<file path="src/rtl/core/cgf_pkg.sv">
package cgf_pkg;

   // default number of fraction bits in positions, masses and forces
   localparam int FRAC_BITS_DEF = 16;

   // register map
   localparam logic [1:0] CSR_GRAV_CONSTANT = 2'd0;
   localparam logic [1:0] CSR_MIN_DIST_SQ   = 2'd1;
   localparam logic [1:0] CSR_MAX_DIST_SQ   = 2'd2;

   localparam int WORD_W  = 32;
   localparam int DIST_W  = 48;
   localparam int DIFF_W  = WORD_W + 1;
   localparam int SQ_W    = 2 * DIFF_W;
   localparam int MAG_W   = 64;
   localparam int ROOT_W  = SQ_W / 2;

   localparam logic [DIST_W-1:0] GRAV_RESET = DIST_W'(65536);
   localparam logic [DIST_W-1:0] MIN_RESET  = DIST_W'(65536);
   localparam logic [DIST_W-1:0] MAX_RESET  = {DIST_W{1'b1}};

   // travels alongside the magnitude division
   typedef struct packed {
      logic [SQ_W-1:0]   dist_sq;
      logic [DIFF_W-1:0] abs_x;
      logic [DIFF_W-1:0] abs_y;
      logic              neg_x;
      logic              neg_y;
      logic              zero;
      logic              sat;
      logic              mag_sat;
   } mdiv_side_type;

   // travels alongside the square root
   typedef struct packed {
      logic [MAG_W-1:0]  mag;
      logic [DIFF_W-1:0] abs_x;
      logic [DIFF_W-1:0] abs_y;
      logic              neg_x;
      logic              neg_y;
      logic              zero;
      logic              sat;
   } sqrt_side_type;

   // travels alongside the x unit division
   typedef struct packed {
      logic [MAG_W-1:0] mag;
      logic             neg_x;
      logic             zero;
      logic             sat;
   } udiv_side_type;

endpackage

</file>
<file path="src/rtl/core/cgf_sqrt.sv">
module cgf_sqrt import cgf_pkg::*; #(
   parameter int RW = 66,
   parameter int SW = 1
) (
   input  logic               clock,
   input  logic               reset,
   input  logic               in_valid,
   input  logic [RW-1:0]      in_rad,
   input  logic [SW-1:0]      in_side,
   output logic               out_valid,
   output logic [RW/2-1:0]    out_root,
   output logic [SW-1:0]      out_side
);

   localparam int RTW  = RW / 2;
   localparam int REMW = RTW + 2;

   logic            valid_ff [RTW];
   logic [RW-1:0]   rad_ff   [RTW];
   logic [REMW-1:0] rem_ff   [RTW];
   logic [RTW-1:0]  root_ff  [RTW];
   logic [SW-1:0]   side_ff  [RTW];

   // one root bit per stage, two radicand bits brought down each time
   for (genvar k = 0; k < RTW; k++) begin : g_step
      logic            cur_valid;
      logic [RW-1:0]   cur_rad;
      logic [REMW-1:0] cur_rem;
      logic [RTW-1:0]  cur_root;
      logic [SW-1:0]   cur_side;
      logic [REMW-1:0] part;
      logic [REMW-1:0] trial;
      logic            take;

      if (k == 0) begin : g_head
         assign cur_valid = in_valid;
         assign cur_rad   = in_rad;
         assign cur_rem   = '0;
         assign cur_root  = '0;
         assign cur_side  = in_side;
      end else begin : g_body
         assign cur_valid = valid_ff[k-1];
         assign cur_rad   = rad_ff[k-1];
         assign cur_rem   = rem_ff[k-1];
         assign cur_root  = root_ff[k-1];
         assign cur_side  = side_ff[k-1];
      end

      assign part  = {cur_rem[REMW-3:0], cur_rad[RW-1:RW-2]};
      assign trial = {cur_root, 2'b01};
      assign take  = part >= trial;

      always_ff @(posedge clock) begin
         if (reset) begin
            valid_ff[k] <= 1'b0;
         end else begin
            valid_ff[k] <= cur_valid;
         end
         rad_ff[k]  <= {cur_rad[RW-3:0], 2'b00};
         rem_ff[k]  <= take ? part - trial : part;
         root_ff[k] <= {cur_root[RTW-2:0], take};
         side_ff[k] <= cur_side;
      end
   end

   assign out_valid = valid_ff[RTW-1];
   assign out_root  = root_ff[RTW-1];
   assign out_side  = side_ff[RTW-1];

endmodule

</file>
<file path="config.mk">
export PLATFORM = sky130hd
export DESIGN_NAME = cgf_sqrt
export DESIGN_NICKNAME = d
export VERILOG_FILES = /design/src/rtl/core/cgf_pkg.sv /design/src/rtl/core/cgf_sqrt.sv
export SDC_FILE = /design/constraint.sdc
export NUM_CORES = 2
export LEC_CHECK = 0
export BUFFER_PORTS_ARGS = -buffer_cell sky130_fd_sc_hd__buf_4
export CAP_MARGIN = 10
export CORE_MARGIN = 4
export CORE_UTILIZATION = 45
export DETAILED_ROUTE_END_ITERATION = 12
export MAX_ROUTING_LAYER = met4
export PLACE_DENSITY = 0.61
export SLEW_MARGIN = 20
export SYNTH_ARGS = -nofsm -noshare
export SYNTH_HDL_FRONTEND = slang
export SYNTH_MEMORY_MAX_BITS = 65536
export SYNTH_SLANG_ARGS = --single-unit
</file>
<file path="constraint.sdc">
create_clock -name clock -period 4.6 [get_ports clock]
set_clock_uncertainty 0.05 [all_clocks]
set_input_delay 0 -clock clock [delete_from_list [all_inputs] [get_ports clock]]
set_output_delay 0 -clock clock [all_outputs]
set_load 0.02 [all_outputs]
</file>
==> impl_metrics.yaml <==
status:
  status: "complete, no violations"
critical_path:
  worstSetupStartpoint: "root_ff[1][398]"
  crit_fanout: 63
  timing.critical_path.slowest_stage_cell: "a2111oi_0"
  crit_path_end: "rem_ff[0][1047]"
  reg2reg_to: "rem_ff[0][1047]"
  timing.critical_path.slowest_cell_delay_ns: 0.88
  setup_slack_of_the_worst_register_to_register_path_ns: 0.62
  path_delay_family: "compound AO/OA/AOI/OAI gates"
  critical_path.startpoint_type: "flop"
  cp_buf_inv_count: 3
  crit_chain: "inv_1 > ha_1 > or3_1 > o221ai_1 > o211ai_1 > a2111oi_0 > nor4_1 > a31oi_1 > buf_4 > o211a_1 > and2_2 > buf_12 > nor2_1 > mux2_2"
  setup.worst_path.class: "flop to flop"
  timing.critical_path.depth: 14
  crit_path_end_kind: "flop"
  worst_r2r_path_depth: 14
  critPathRequiredTime_ns: 5.33
  worstPathArrival_ns: 4.71
  r2r-start: "root_ff[1][398]"
sta:
  timing_max_transition_violations_final: 0
  timing.final.setup_violations: 0
  tns_ns: 0
  worst_slew_pin_slew_ns: 1.10
  hold_ws_ns: 0.214
  min_period_ns: 3.98
  fmax_mhz: 251
  min_period_over_period_pct: 86.5
  slew-limit-headroom_pct: 26.2
  rsz_0062_raised_after_global_routing: "no"
  hold_viol_final: 0
synthesis:
  synth_flop_type: "dfxtp_1"
  synth_seq_area_share_pct: 55.4
  synth_cells: 9593
  synth_async_sr_flop_share_pct: 0
  yosys_warnings: 0
  ys_types: 91
  synth_area_mm2: 0.0973
  syn_nets: 10300
  synth.ff_latch_count: 2690
  synth_area_per_cell_um2: 10.1
  count_of_flip_flops_with_a_built_in_enable_after_synthesis: 0
drt:
  detailroute.via_count: 66100
  drt_pre_antenna_iters: 6
  post-route-drc-count: 0
  wl_per_cell_um: 16.0
  ant_nets: 0
  routed_via_density: 5.08
  drtIter0Drc: 3469
  finalWirelength_um: 208000
placed_design:
  dpl_cell_area_mm2: 0.101
  gpl.final_weighted_congestion: 0.896
  place.detailed.hpwl_um: 157000
  dpl.cell_count: 12400
  portBuffers: 104
global_route:
  grt-ovfl-total: 0
  grt_antenna_before_repair: 4
  grt_pass1_wl_um: 336000
  gr-usage-all-layers_pct: 18.8
  vias_in_the_first_global_route: 65400
  pin_count_of_the_biggest_net_entering_global_routing: 64
cts:
  clockRootBuffer: "clkbuf_16"
  clock_latency_ns: 0.90
  htreeDepth: 5
  post_cts_resize_count: 0
  cts_made_buffers: 294
  cts.path.max_buffers: 4
  post_cts.repair.setup_buffers: 0
  cts_tree: "built"
  clk_pin_slew_worst_paths_ns: 0.06
  number_of_sinks_on_the_clock_net: 2690
finish:
  most-common-layout-cells: "2,690 x dfxtp_1, 760 x inv_1, 723 x nand2_1, 613 x o21ai_0, 595 x ha_1"
  multiInputGateArea_mm2: 0.0399
  diodes: 0
  ff_latch_area_mm2: 0.0539
  area_growth_from_synthesis_to_final_layout_pct: 15.5
  finish.instance_area_mm2: 0.112
  final_core_util_pct: 52.3
  drive_gt1_share_pct: 7.64
  fillerInstances: 19200
  most_common_cell_after_layout_fill_and_taps_aside: "dfxtp_1"
  final-instance-count-excl-fill: 13000
  final_net_count: 10600
hold_path:
  holdCritStartpoint: "in_rad[44]"
  type_of_the_tightest_min_delay_check: "primary input to flop"
power:
  ir_drop_worst_case_vdd_mv: 0.384
  static-leakage-power_nw: 52.7
  power-per-cell-area_mw_per_mm2: 566
floorplan:
  dieArea_mm2: 0.224
  design.portCount: 105
  core_area_mm2: 0.215
  die_h_um: 473
  die-width_um: 473
  initial_core_util_pct: 45.3
  number_of_rows_created_at_floorplan: 170
run:
  cap_violations: 0
## power breakdown
part	total, W	internal (W)	switching, W	leakage [nW]
sequential	0.0301	0.0271	0.00294	22.5
combinational	0.0105	0.00461	0.00584	25.4
clock	0.0231	0.0142	0.00897	4.75
## metal layers
metal / part of all wire, % / global-route usage (%)
met1: 44 / 22.5
met5: 0 / -
met3: 3.7 / 2.53
met2: 49 / 32.6
met4: 3.5 / 6.63
## synth_stat cells, types with 110 or more instances
library cell  count  area (um2)
nor3_1          211        1060
xor2_1          433        3790
nand3_1         152         761
o21a_1          115         863
a21oi_1         548        2740
nand2_1         723        2710
nand2b_1        113         707
a21o_1          255        1910
xnor2_1         390        3420
ha_1            595        7440
clkbuf_1        173         649
o21ai_0         614        3070
or3_1           110         688
dfxtp_1        2690       53900
inv_1           760        2850
nor4_1          115         719
nor2b_1         115         719
nor2_1          530        1990
## worst reg2reg max path, stage by stage (launching register included)
cell	delay, ns
dfxtp_1	0.36
inv_1	0.05
ha_1	0.23
or3_1	0.34
o221ai_1	0.27
o211ai_1	0.24
a2111oi_0	0.88
nor4_1	0.17
a31oi_1	0.24
buf_4	0.18
o211a_1	0.18
and2_2	0.17
buf_12	0.23
nor2_1	0.07
mux2_2	0.25
## worst min-delay path by stage
stage	to	cells past startpoint	slack (ns)
2_1_floorplan	rad_ff[0][0]	0	-0.02
3_3_place_gp	rad_ff[0][34]	1	0.05
3_5_place_dp	rad_ff[0][54]	1	0.06
6_report	rad_ff[0][44]	3	0.21
4_1_cts	rad_ff[0][12]	3	0.12
5_1_grt	rad_ff[0][58]	3	0.16
## cell type report
cell class | count | area share [%]
tap | 2838 | 3.16
sequential | 2690 | 47.9
multi-input combinational | 5942 | 35.5
timing repair buffer | 292 | 2.30
clock buffer | 397 | 7.46
inverter | 761 | 2.54
clock inverter | 104 | 1.12
## per-stage QoR
stage / setup WS, ns / power, W
global route: 0.264 / 0.0671
global placement: 0.645 / 0.0408
floorplan: 1.09 / 0.0374
finish: 0.623 / 0.0636
CTS: 0.622 / 0.0645
detailed placement: 0.628 / 0.0410
## kinds of logic after synthesis
kind of cell	Yosys count	synth area share (%)
adders and majority gates	595	7.65
AOI/OAI and AO/OA	1978	12.5
buffers and inverters	961	3.74
other	1	0.00385
muxes	74	0.846
xor gates and xnor gates	823	7.41
and+or+nand+nor	2471	12.5
DFF	2690	55.4
## repair_timing
action	CTS	global route
endpoints found under the hold margin	101	0
hold buffers	140	0
setup endpoints to repair	0	0
## flip-flops by register name, summed over array words and instances (netlist names)
name,flops
rad_ff,1056
rem_ff,1007
root_ff,561
side_ff,33
valid_ff,33
Power figures use the tool's default switching activity.
